`src/design/drls_pkg.sv`:
```
// ----------------------------------------------------------------------------
// drls_pkg
// Types and constants shared by the display RAM load sequencer modules.
// ----------------------------------------------------------------------------
package drls_pkg;

  localparam int PosWidth  = 9;
  localparam int PosLimit  = 512;
  localparam int MaxPages  = 13;
  localparam int ColWidth  = 8;
  localparam int PageWidth = 4;

  // Controller address offset that skips the frame
  localparam int AddrOffset = 2;

  // Descriptor queue between front and back
  localparam int QueueDepth = 2;
  localparam int QueuePtrW  = $clog2(QueueDepth);
  localparam int QueueCntW  = $clog2(QueueDepth + 1);

  // Command codes
  localparam logic [7:0] CmdRemapOn  = 8'hA1;
  localparam logic [7:0] CmdRemapOff = 8'hA0;
  localparam logic [7:0] CmdColHigh  = 8'h10;
  localparam logic [7:0] CmdColLow   = 8'h00;
  localparam logic [7:0] CmdPage     = 8'hB0;
  localparam logic [7:0] CmdNop      = 8'hE3;

  // Positions of the result slots in the burst mask, in emission order
  localparam int SlotRemap   = 0;
  localparam int SlotColHigh = 1;
  localparam int SlotColLow  = 2;
  localparam int SlotPage    = 3;
  localparam int SlotData    = 4;
  localparam int SlotNop     = 5;
  localparam int NumSlots    = 6;

  typedef struct packed {
    logic [7:0]           pixel;
    logic                 first;
    logic                 address;
    logic                 last;
    logic                 remap;
    logic [ColWidth-1:0]  col_addr;
    logic [PageWidth-1:0] page_addr;
  } drls_desc_t;

  typedef struct packed {
    logic valid;
    logic pop;
  } drls_head_ctrl_t;

endpackage

```
`src/design/drls_if.sv`:
```
// ----------------------------------------------------------------------------
// drls_if
// Valid/ready channel interfaces of the display RAM load sequencer.
// ----------------------------------------------------------------------------
interface drls_in_if import drls_pkg::*; ();
  logic                valid;
  logic                ready;
  logic [7:0]          pixel_byte;
  logic [PosWidth-1:0] start_position;
  logic                first_of_run;
  logic                last_of_run;

  modport source (output valid, pixel_byte, start_position, first_of_run, last_of_run,
                  input ready);
  modport sink (input valid, pixel_byte, start_position, first_of_run, last_of_run,
                output ready);
endinterface

interface drls_out_if;
  logic       valid;
  logic       ready;
  logic [7:0] out_byte;
  logic       is_command;
  logic       end_of_burst;

  modport source (output valid, out_byte, is_command, end_of_burst, input ready);
  modport sink (input valid, out_byte, is_command, end_of_burst, output ready);
endinterface

interface drls_cfg_if;
  logic valid;
  logic ready;
  logic remap_segments;

  modport source (output valid, remap_segments, input ready);
  modport sink (input valid, remap_segments, output ready);
endinterface

```
`src/design/drls_front.sv`:
```
// ----------------------------------------------------------------------------
// drls_front
// Accepts image bytes, tracks the byte position and classifies each byte
// into a descriptor of the commands it needs.
// ----------------------------------------------------------------------------
module drls_front import drls_pkg::*; #(
  parameter int COLUMNS = 128,
  parameter int PAGES   = 4
) (
  input  logic          clk_i,
  input  logic          rst_ni,
  drls_in_if.sink       in_i,
  drls_cfg_if.sink      cfg_i,
  input  logic          push_ready_i,
  output logic          push_valid_o,
  output drls_desc_t    push_desc_o
);

  localparam int ImageBytes = COLUMNS * PAGES;

  logic [PosWidth-1:0]  pos_q, pos_d;
  logic                 remap_q;
  logic [PosWidth-1:0]  pos;
  logic [PosWidth-1:0]  base;
  logic [PosWidth:0]    pos_inc;
  logic [PageWidth-1:0] page;
  logic [ColWidth-1:0]  col;
  logic                 accept;

  assign cfg_i.ready  = 1'b1;
  assign in_i.ready   = push_ready_i;
  assign accept       = in_i.valid && push_ready_i;
  assign push_valid_o = accept;

  always_comb begin
    if (in_i.first_of_run) begin
      pos = (int'(in_i.start_position) >= ImageBytes) ? '0 : in_i.start_position;
    end else begin
      pos = pos_q;
    end

    // page is the number of page boundaries at or below the position
    page = '0;
    base = '0;
    for (int k = 1; k < MaxPages; k++) begin
      if (k < PAGES && int'(pos) >= k * COLUMNS) begin
        page = PageWidth'(k);
        base = PosWidth'(k * COLUMNS);
      end
    end
    col = ColWidth'(pos - base);

    pos_inc = {1'b0, pos} + 1'b1;
    if (int'(pos_inc) >= ImageBytes || int'(pos_inc) >= PosLimit) begin
      pos_d = '0;
    end else begin
      pos_d = pos_inc[PosWidth-1:0];
    end
  end

  always_comb begin
    push_desc_o.pixel     = in_i.pixel_byte;
    push_desc_o.first     = in_i.first_of_run;
    push_desc_o.address   = in_i.first_of_run || (col == '0);
    push_desc_o.last      = in_i.last_of_run;
    push_desc_o.remap     = remap_q;
    push_desc_o.col_addr  = col + ColWidth'(AddrOffset);
    push_desc_o.page_addr = page + PageWidth'(AddrOffset);
  end

  always_ff @(posedge clk_i or negedge rst_ni) begin
    if (!rst_ni) begin
      pos_q   <= '0;
      remap_q <= 1'b0;
    end else begin
      if (accept) begin
        pos_q <= pos_d;
      end
      if (cfg_i.valid) begin
        remap_q <= cfg_i.remap_segments;
      end
    end
  end

endmodule

```
`src/design/drls_queue.sv`:
```
// ----------------------------------------------------------------------------
// drls_queue
// Short descriptor queue that decouples the front from the back.
// ----------------------------------------------------------------------------
module drls_queue import drls_pkg::*; (
  input  logic            clk_i,
  input  logic            rst_ni,
  input  logic            push_valid_i,
  input  drls_desc_t      push_desc_i,
  output logic            push_ready_o,
  output drls_desc_t      head_desc_o,
  input  drls_head_ctrl_t head_ctrl_i,
  output logic            head_valid_o
);

  drls_desc_t           entries_q [QueueDepth];
  logic [QueuePtrW-1:0] wr_ptr_q, rd_ptr_q;
  logic [QueueCntW-1:0] count_q;
  logic                 push, pop;

  assign push_ready_o = (int'(count_q) < QueueDepth);
  assign head_valid_o = (count_q != '0);
  assign head_desc_o  = entries_q[rd_ptr_q];
  assign push         = push_valid_i && push_ready_o;
  assign pop          = head_ctrl_i.valid && head_ctrl_i.pop && head_valid_o;

  always_ff @(posedge clk_i) begin
    if (push) begin
      entries_q[wr_ptr_q] <= push_desc_i;
    end
  end

  always_ff @(posedge clk_i or negedge rst_ni) begin
    if (!rst_ni) begin
      wr_ptr_q <= '0;
      rd_ptr_q <= '0;
      count_q  <= '0;
    end else begin
      if (push) begin
        wr_ptr_q <= (int'(wr_ptr_q) == QueueDepth - 1) ? '0 : wr_ptr_q + 1'b1;
      end
      if (pop) begin
        rd_ptr_q <= (int'(rd_ptr_q) == QueueDepth - 1) ? '0 : rd_ptr_q + 1'b1;
      end
      if (push && !pop) begin
        count_q <= count_q + 1'b1;
      end else if (pop && !push) begin
        count_q <= count_q - 1'b1;
      end
    end
  end

endmodule

```
`src/design/drls_back.sv`:
```
// ----------------------------------------------------------------------------
// drls_back
// Expands each descriptor into its command and data bytes, one per cycle while
// the output is ready, through a registered output stage.
// ----------------------------------------------------------------------------
module drls_back import drls_pkg::*; (
  input  logic            clk_i,
  input  logic            rst_ni,
  input  logic            head_valid_i,
  input  drls_desc_t      head_desc_i,
  output drls_head_ctrl_t head_ctrl_o,
  drls_out_if.source      out_o
);

  logic [NumSlots-1:0] mask_q;
  logic                started_q;
  logic                out_valid_q;
  logic [7:0]          out_byte_q;
  logic                is_command_q;
  logic                end_q;

  logic [NumSlots-1:0] init_mask, pending, lowest, remaining;
  logic                load;
  logic [7:0]          res_byte;
  logic                res_cmd;

  assign out_o.valid        = out_valid_q;
  assign out_o.out_byte     = out_byte_q;
  assign out_o.is_command   = is_command_q;
  assign out_o.end_of_burst = end_q;

  always_comb begin
    init_mask              = '0;
    init_mask[SlotRemap]   = head_desc_i.first;
    init_mask[SlotColHigh] = head_desc_i.address;
    init_mask[SlotColLow]  = head_desc_i.address;
    init_mask[SlotPage]    = head_desc_i.address;
    init_mask[SlotData]    = 1'b1;
    init_mask[SlotNop]     = head_desc_i.last;

    pending   = started_q ? mask_q : init_mask;
    lowest    = pending & (~pending + 1'b1);
    remaining = pending & ~lowest;
    load      = head_valid_i && (!out_valid_q || out_o.ready);

    res_cmd = 1'b1;
    if (lowest[SlotRemap]) begin
      res_byte = head_desc_i.remap ? CmdRemapOn : CmdRemapOff;
    end else if (lowest[SlotColHigh]) begin
      res_byte = CmdColHigh | {4'h0, head_desc_i.col_addr[7:4]};
    end else if (lowest[SlotColLow]) begin
      res_byte = CmdColLow | {4'h0, head_desc_i.col_addr[3:0]};
    end else if (lowest[SlotPage]) begin
      res_byte = CmdPage | {{(8 - PageWidth){1'b0}}, head_desc_i.page_addr};
    end else if (lowest[SlotData]) begin
      res_byte = head_desc_i.pixel;
      res_cmd  = 1'b0;
    end else begin
      res_byte = CmdNop;
    end

    head_ctrl_o.valid = load;
    head_ctrl_o.pop   = load && (remaining == '0);
  end

  always_ff @(posedge clk_i) begin
    if (load) begin
      out_byte_q   <= res_byte;
      is_command_q <= res_cmd;
      end_q        <= (remaining == '0);
    end
  end

  always_ff @(posedge clk_i or negedge rst_ni) begin
    if (!rst_ni) begin
      out_valid_q <= 1'b0;
      started_q   <= 1'b0;
      mask_q      <= '0;
    end else begin
      if (load) begin
        out_valid_q <= 1'b1;
        // hold the slots still owed by the head item
        started_q   <= (remaining != '0);
        mask_q      <= remaining;
      end else if (out_o.ready) begin
        out_valid_q <= 1'b0;
      end
    end
  end

endmodule

```
`src/design/display_ram_load_sequencer_unit.sv`:
```
// ----------------------------------------------------------------------------
// display_ram_load_sequencer_unit
// Image byte to display controller command/data stream sequencer.
// ----------------------------------------------------------------------------
// Each accepted image byte gives one to six output bytes: the segment remap
// command on the first byte of a run, the column-high, column-low and page
// commands when a run starts or a new row begins, the data byte, and a NOP
// command on the last byte of a run. One input item is accepted per cycle as
// long as the two-entry descriptor queue has room; the expansion stage sends
// one output byte per cycle while the output is ready, holding an item until
// all of its results are sent (one result for most bytes). The first result
// of an item passes through the descriptor queue and the registered output
// stage. The user must write the remap setting on the config channel while
// the block is idle (not enforced by the block); it takes effect for later items.
module display_ram_load_sequencer_unit import drls_pkg::*; #(
  parameter int COLUMNS = 128,
  parameter int PAGES   = 4
) (
  input  logic        clk_i,
  input  logic        rst_ni,
  drls_in_if.sink     in_i,
  drls_cfg_if.sink    cfg_i,
  drls_out_if.source  out_o
);

  logic            push_valid, push_ready, head_valid;
  drls_desc_t      push_desc, head_desc;
  drls_head_ctrl_t head_ctrl;

  drls_front #(
    .COLUMNS (COLUMNS),
    .PAGES   (PAGES)
  ) u_front (
    .clk_i        (clk_i),
    .rst_ni       (rst_ni),
    .in_i         (in_i),
    .cfg_i        (cfg_i),
    .push_ready_i (push_ready),
    .push_valid_o (push_valid),
    .push_desc_o  (push_desc)
  );

  drls_queue u_queue (
    .clk_i        (clk_i),
    .rst_ni       (rst_ni),
    .push_valid_i (push_valid),
    .push_desc_i  (push_desc),
    .push_ready_o (push_ready),
    .head_desc_o  (head_desc),
    .head_ctrl_i  (head_ctrl),
    .head_valid_o (head_valid)
  );

  drls_back u_back (
    .clk_i        (clk_i),
    .rst_ni       (rst_ni),
    .head_valid_i (head_valid),
    .head_desc_i  (head_desc),
    .head_ctrl_o  (head_ctrl),
    .out_o        (out_o)
  );

endmodule

```
`src/flat_wrapper.sv`:
```
// flat-port wrapper written by rule: the top's interface ports become plain ports
module display_ram_load_sequencer_unit_flat import drls_pkg::*;
#(
  parameter int COLUMNS = 128,
  parameter int PAGES   = 4
)
  (clk_i, rst_ni, in_i_valid, in_i_pixel_byte, in_i_start_position, in_i_first_of_run, in_i_last_of_run, in_i_ready, cfg_i_valid, cfg_i_remap_segments, cfg_i_ready, out_o_valid, out_o_out_byte, out_o_is_command, out_o_end_of_burst, out_o_ready);
  drls_in_if in_i_i ();
  drls_cfg_if cfg_i_i ();
  drls_out_if out_o_i ();
  input  logic clk_i;
  input  logic rst_ni;
  input wire logic [$bits(in_i_i.valid)-1:0] in_i_valid;
  input wire logic [$bits(in_i_i.pixel_byte)-1:0] in_i_pixel_byte;
  input wire logic [$bits(in_i_i.start_position)-1:0] in_i_start_position;
  input wire logic [$bits(in_i_i.first_of_run)-1:0] in_i_first_of_run;
  input wire logic [$bits(in_i_i.last_of_run)-1:0] in_i_last_of_run;
  output wire logic [$bits(in_i_i.ready)-1:0] in_i_ready;
  input wire logic [$bits(cfg_i_i.valid)-1:0] cfg_i_valid;
  input wire logic [$bits(cfg_i_i.remap_segments)-1:0] cfg_i_remap_segments;
  output wire logic [$bits(cfg_i_i.ready)-1:0] cfg_i_ready;
  output wire logic [$bits(out_o_i.valid)-1:0] out_o_valid;
  output wire logic [$bits(out_o_i.out_byte)-1:0] out_o_out_byte;
  output wire logic [$bits(out_o_i.is_command)-1:0] out_o_is_command;
  output wire logic [$bits(out_o_i.end_of_burst)-1:0] out_o_end_of_burst;
  input wire logic [$bits(out_o_i.ready)-1:0] out_o_ready;
  assign in_i_i.valid = in_i_valid;
  assign in_i_i.pixel_byte = in_i_pixel_byte;
  assign in_i_i.start_position = in_i_start_position;
  assign in_i_i.first_of_run = in_i_first_of_run;
  assign in_i_i.last_of_run = in_i_last_of_run;
  assign in_i_ready = in_i_i.ready;
  assign cfg_i_i.valid = cfg_i_valid;
  assign cfg_i_i.remap_segments = cfg_i_remap_segments;
  assign cfg_i_ready = cfg_i_i.ready;
  assign out_o_valid = out_o_i.valid;
  assign out_o_out_byte = out_o_i.out_byte;
  assign out_o_is_command = out_o_i.is_command;
  assign out_o_end_of_burst = out_o_i.end_of_burst;
  assign out_o_i.ready = out_o_ready;
  display_ram_load_sequencer_unit #(.COLUMNS(COLUMNS), .PAGES(PAGES)) u_core (.clk_i(clk_i), .rst_ni(rst_ni), .in_i(in_i_i), .cfg_i(cfg_i_i), .out_o(out_o_i));
endmodule
```
`config.mk`:
```
export PLATFORM = sky130hd
export DESIGN_NAME = display_ram_load_sequencer_unit_flat
export DESIGN_NICKNAME = d
export VERILOG_FILES = /design/src/design/drls_pkg.sv /design/src/design/drls_if.sv /design/src/design/drls_front.sv /design/src/design/drls_queue.sv /design/src/design/drls_back.sv /design/src/design/display_ram_load_sequencer_unit.sv /design/src/flat_wrapper.sv
export SDC_FILE = /design/constraint.sdc
export NUM_CORES = 1
export LEC_CHECK = 0
export BUFFER_PORTS_ARGS = -buffer_cell sky130_fd_sc_hd__buf_2
export CAP_MARGIN = 20
export CORE_UTILIZATION = 50
export CTS_BUF_LIST = sky130_fd_sc_hd__clkbuf_16
export DETAILED_ROUTE_END_ITERATION = 8
export GPL_ROUTABILITY_DRIVEN = 0
export PLACE_DENSITY = 0.66
export RECOVER_POWER = 50
export SYNTH_ARGS = -nofsm -noshare
export SYNTH_HDL_FRONTEND = slang
export SYNTH_SLANG_ARGS = --single-unit
```
`constraint.sdc`:
```
create_clock -name clk_i -period 4.7 [get_ports clk_i]
set_clock_uncertainty 0.2 [all_clocks]
set_input_delay 0.235 -clock clk_i [delete_from_list [all_inputs] [get_ports clk_i]]
set_output_delay 0.235 -clock clk_i [all_outputs]
set_load 0.005 [all_outputs]
```
After elaboration in Yosys (flattened, before gate mapping). Memories as Yosys holds them, arrays and structs flattened. Cells that the tools add are included. W data, S select, Z words.

Bits in registers: 32. Bits in writable memories: 48. Bits of input ports: 25. Output and inout port bits: 13. Memories kept: 1.

Memories: u_core.u_queue.entries_q (words 2, bits a word 24, read ports 1, clocked after Yosys merged registers in 0, write ports 1, RTL line drls_queue.sv:16) `drls_desc_t entries_q [QueueDepth];`.

Add/sub/neg operators: 9. Order comparisons: 5. Muxes and demuxes: 24. Bitwise gates (word level): 4. Reduce and logical (&&, ||, !) cells: 20.

Operator list (count): $mux W8 (8); $ge A9 B9 Y1 const B (2); $mux W9 (2); $and A6 B6 Y6 (2); $not A6 Y6 (2); $add A9 B1 Y10 const B (1); $ge A10 B10 Y1 const B (1); $ge A9 B8 Y1 const B (1); $mux W1 (9); $add A8 B2 Y8 const B (1); $logic_and A1 B1 Y1 (8); $logic_not A8 Y1 (1); $sub A8 B8 Y8 (1); $add A6 B1 Y6 const B (1); $logic_not A6 Y1 (1); $mux W2 (3); $mux W6 (1); $reduce_bool A2 Y1 (3); $reduce_bool A6 Y1 (1); $add A4 B2 Y4 const B (1); $mux W4 (1); $reduce_or A4 Y1 (1); $logic_not A1 Y1 (3); $add A1 B1 Y1 const B (2); other kinds (4) (5).

Depth between registers and ports, before layout. An unclocked memory read counts as a cell.

Depth after elaboration: 14. Gate-level depth with buffers: 10. Mapped depth without buffers: 8.

Hierarchy. Synthesis repeated with hierarchy kept, for this count alone.

Cells, all modules: 314. Area total of the unflattened synthesis: 4116.4 um^2.

Modules (own cells, without submodules): drls_queue (times used 1, cells an instance 92, area each 2033.2 um^2, seq. area each 1541.5 um^2); drls_front (times used 1, cells an instance 120, area each 1099.8 um^2, seq. area each 250.2 um^2); drls_back (times used 1, cells an instance 102, area each 983.4 um^2, seq. area each 475.5 um^2).

Worst setup path before layout. Ideal clock, no wire load.

Kind: flip-flop to flip-flop. Start point: reg u_core.u_queue.count_q[1]. End point: mem u_core.u_queue.entries_q[0][0] (netlist bit), enable pin. Data arrival time: 1892 ps. Required time: 4097 ps. Setup slack: 2205 ps. Cell stages (with the launch flop): 5. Period minus slack after synthesis: 2495 ps. Cell sequence: dfrtp_1 > nand2b_1 > clkbuf_1 > clkbuf_1 > nor2_1.

Longest elaborated chain between the ends: 5.

Ends and longest elaborated chain: from (decl) (RTL line drls_queue.sv:18) `logic [QueueCntW-1:0] count_q;`; from (signal assigned) (RTL line drls_queue.sv:46) `count_q <= count_q + 1'b1;`; from (signal assigned) (RTL line drls_queue.sv:48) `count_q <= count_q - 1'b1;`; $lt A2 B2 Y1 (*) (RTL line drls_queue.sv:21) `assign push_ready_o = (int'(count_q) < QueueDepth);`; $logic_and A1 B1 Y1 (RTL line drls_front.sv:32) `assign accept = in_i.valid && push_ready_i;`; $logic_and A1 B1 Y1 (*) (RTL line drls_queue.sv:24) `assign push = push_valid_i && push_ready_o;`; $mux W1 (*) (RTL line drls_queue.sv:28) `if (push) begin`; $mux W1 (not written as such) (*) (RTL line drls_queue.sv:29) `entries_q[wr_ptr_q] <= push_desc_i;`; to (decl) (RTL line drls_queue.sv:16).

Mark *: on every way between the ends. The rest lies on a longest branch, timed or not.

Worst setup path in the final report.
Start point: in in_i_first_of_run. End point: reg u_core.u_front.pos_q[1].

Longest elaborated chain between the ends: 4.

Ends and longest elaborated chain: from (decl) (RTL line flat_wrapper.sv:16) `input wire logic [$bits(in_i_i.first_of_run)-1:0] in_i_first_of_run;`; $mux W9 (*) (RTL line drls_front.sv:36) `if (in_i.first_of_run) begin`; $add A9 B1 Y10 (*) (RTL line drls_front.sv:53) `pos_inc = {1'b0, pos} + 1'b1;`; $ge A10 B10 Y1 (RTL line drls_front.sv:54) `if (int'(pos_inc) >= ImageBytes || int'(pos_inc) >= PosLimit) begin`; $mux W9 (*) (RTL line drls_front.sv:54); to (signal assigned) (RTL line drls_front.sv:77) `pos_q <= pos_d;`; to (decl) (RTL line drls_front.sv:21) `logic [PosWidth-1:0] pos_q, pos_d;`.

Marked as above. A chain may end at the register's enable or synchronous reset.

==> results.toml <==
[timing]
slew_viol_final = 0
slew_headroom = 0.1044
period_share = 0.5952
fin_setup_tns_ns = 0
fmax_ghz = 0.3575
hold_viol = 0
setup_viol = 0
finalCriticalPeriod_ns = 2.797
rsz0062_at_grt = "false"
setup_ws_ns = 1.903
worstMarginPinSlew_ns = 1.343

[critical_path]
max_stage_delay_ns = 0.85
worstRegToRegCells = 8
crit_family = "buffers and inverters"
cp.depth = 7
start_kind = "primary input"
crit_buf_inv = 2
cp_max_fo = 27
cp_slowest_cell = "clkbuf_1"
end_kind = "flip-flop"
cp.required_ns = 4.68
critical_path_class = "in2reg"
arrival_ns = 2.77
crit_chain = "clkbuf_1, mux2i_1, inv_1, ha_1, o211ai_2, nor4_2, o21ai_0"

[floorplan]
start_util = 0.5284
die-area_um2 = 7645
io_pins = 38
die_x_um = 87.44
row_count = 30
core_um2 = 6907
die-height_um = 87.44

[synthesis]
yosysWarnings = 0
synth_adder_area_share = 0.01371
synth-simple-area-share = 0.1073
ys_types = 56
synthCells = 283
ys_seq_area_frac = 0.6047
synth_area_um2 = 3650
syn_nets = 312
ys.flop_type = "edfxtp_1"
ys_ff_latch = 77
synth_compound_area_frac = 0.1087
synth_top_family_by_area = "compound AO/OA/AOI/OAI gates"
yosys-mux-area-fraction = 0.09462
async_flop_share = 0.2727
synth_xor_area_frac = 0.03600
avgSynthCellArea_um2 = 12.90
synth_edf_count = 56

[detailed_routing]
drt_iter0_drc = 142
vias = 2386
viasPerCell = 5.485
ant_nets = 0
drt_wl_total_um = 7170
wl_per_cell_um = 16.48
drt-pass1-iter-count = 5
drc = 0

[status]
status = "finished, final reports clean"

[layout]
layout_commonest_cell = "edfxtp_1"
final_util = 0.6272
finalNetCount = 363
layout_common_cells = "56 x edfxtp_1, 21 x dfrtp_1, 19 x nor2_1, 19 x clkbuf_1"
fillers = 585
area_growth_pct = 18.68
design_area_um2 = 4332
antenna_cells = 0
drive_gt1_frac = 0.1652

[placed_design]
post-place-ws_ns = 2.022
place_hpwl_um = 4750
place_area_um2 = 3890
io_buffer_count = 36

[power_and_ir_drop]
power_leakage_nw = 1.624
total_power_mw = 2.744
power_density_nw_per_um2 = 633.5
max-vdd-ir-drop_mv = 0.2591

[cts]
cts_root_buffer = "clkbuf_16"
clk_latency_ns = 0.33
cts_tree = "done"
clk_pin_slew_ns = 0.06
cts_num_sinks = 77
cts_setup_buffers = 0
cts_buffers = 9
clock_path_buffers = 2
htree_levels = 3

[global_routing]
antenna_found_initial = 0
grt_pass1_vias = 2312
grt_start_max_net_pins = 30
grt_overflow_total = 0
grtUsageTotal = 0.2082
grt_pass1_wl_um = 11520

[hold_path]
hold-path-cell-count = 2
min_path_type = "in2reg"

[run]
maxCapViolCount = 0
-- where the power goes --
| part | total (mW) | internal [mW] | switching (mW) | leakage, nW |
|---|---|---|---|---|
| Clock | 0.683 | 0.413 | 0.271 | 0.140 |
| Combinational | 0.941 | 0.391 | 0.550 | 0.712 |
| Sequential | 1.12 | 0.996 | 0.124 | 0.772 |
| Total | 2.74 | 1.80 | 0.945 | 1.62 |
-- cells in the mapped netlist (2+ instances only) --
master | instances | area, um2
edfxtp_1 | 56 | 1682
dfrtp_1 | 21 | 525.5
nor2_1 | 19 | 71.32
mux2i_1 | 17 | 170.2
nand2_1 | 17 | 63.81
o21ai_0 | 15 | 75.07
mux2_2 | 11 | 123.9
inv_1 | 10 | 37.54
xnor2_1 | 10 | 87.58
a21oi_1 | 8 | 40.04
a211oi_1 | 6 | 45.04
clkbuf_1 | 6 | 22.52
nor2b_1 | 6 | 37.54
xor2_1 | 5 | 43.79
ha_1 | 4 | 50.05
nand2b_1 | 4 | 25.02
nor3_1 | 4 | 20.02
nor4_1 | 4 | 25.02
o22ai_1 | 4 | 25.02
a31oi_1 | 3 | 18.77
buf_2 | 3 | 15.01
buf_4 | 3 | 22.52
nand3_1 | 3 | 15.01
o31ai_1 | 3 | 22.52
a21boi_0 | 2 | 15.01
a32oi_1 | 2 | 17.52
and2_1 | 2 | 12.51
and3_1 | 2 | 12.51
buf_6 | 2 | 22.52
nand3_2 | 2 | 20.02
nand3b_1 | 2 | 15.01
or2_1 | 2 | 12.51
or3_1 | 2 | 12.51
-- state kept, by name, summed over array words and instances (netlist names) --
register / flops
u_core.u_back.mask_q: 5
u_core.u_back.out_o.end_of_burst: 1
u_core.u_back.out_o.is_command: 1
u_core.u_back.out_o.out_byte: 8
u_core.u_back.out_o.valid: 1
u_core.u_back.started_q: 1
u_core.u_front.pos_q: 9
u_core.u_front.remap_q: 1
u_core.u_queue.count_q: 2
u_core.u_queue.entries_q: 46
u_core.u_queue.rd_ptr_q: 1
u_core.u_queue.wr_ptr_q: 1
-- routing by layer --
layer,GRT usage,share of wire,wire (um),up-vias
met1,0.2855,0.48,3444,1163
met4,0.08793,0.014,102,0
li1,-,-,-,1157
met3,0.05498,0.038,270,9
met5,0,0,0,-
met2,0.3139,0.47,3352,57
-- final timing paths --
kind	start	end	slack, ns
setup / recovery	in_i_first_of_run	u_core.u_front.pos_q[1]	1.90
hold / removal	in_i_start_position[1]	u_core.u_queue.entries_q[0][5]	0.09
setup reg to reg	u_core.u_queue.rd_ptr_q	u_core.u_queue.count_q[1]	2.09
hold reg to reg	u_core.u_front.remap_q	u_core.u_queue.entries_q[0][12]	0.27
max in group asynchronous	rst_ni	u_core.u_front.pos_q[7]	2.98
min in group asynchronous	rst_ni	u_core.u_back.started_q	0.54
-- cell type report --
type / count / area [um2] / area share
Clock buffer: 9 / 225.2 / 0.05199
Clock inverter: 7 / 73.82 / 0.01704
Inverter: 11 / 41.29 / 0.009532
Multi-Input combinational cell: 181 / 1315 / 0.3036
Sequential cell: 77 / 2207 / 0.5095
Tap cell: 96 / 120.1 / 0.02773
Timing Repair Buffer: 54 / 349.1 / 0.08059
-- kinds of logic (layout without fill, tap and decap cells) --
| family | count (synthesis) | in the layout |
|---|---|---|
| flops | 77 | 77 |
| other cells | 1 | 1 |
| compound gates | 57 | 57 |
| simple gates | 73 | 73 |
| buf+inv | 25 | 81 |
| fa+ha+maj | 4 | 4 |
| xor+xnor | 15 | 15 |
| mux | 31 | 31 |
-- what timing repair did --
item                                   4_1_cts  5_1_grt
gates resized for setup                      0        0
endpoints found under the hold margin       41        0
hold buffers                                13        0
-- stage by stage --
step | cells | hold slack (ns)
final | 435 | 0.09299
after global routing | 435 | 0.1027
after CTS | 433 | 0.08255
after detailed placement | 404 | 0.06000
after global placement | 403 | 0.04522
after floorplan | 283 | -0.2606
(Power assumes the default switching activity.)
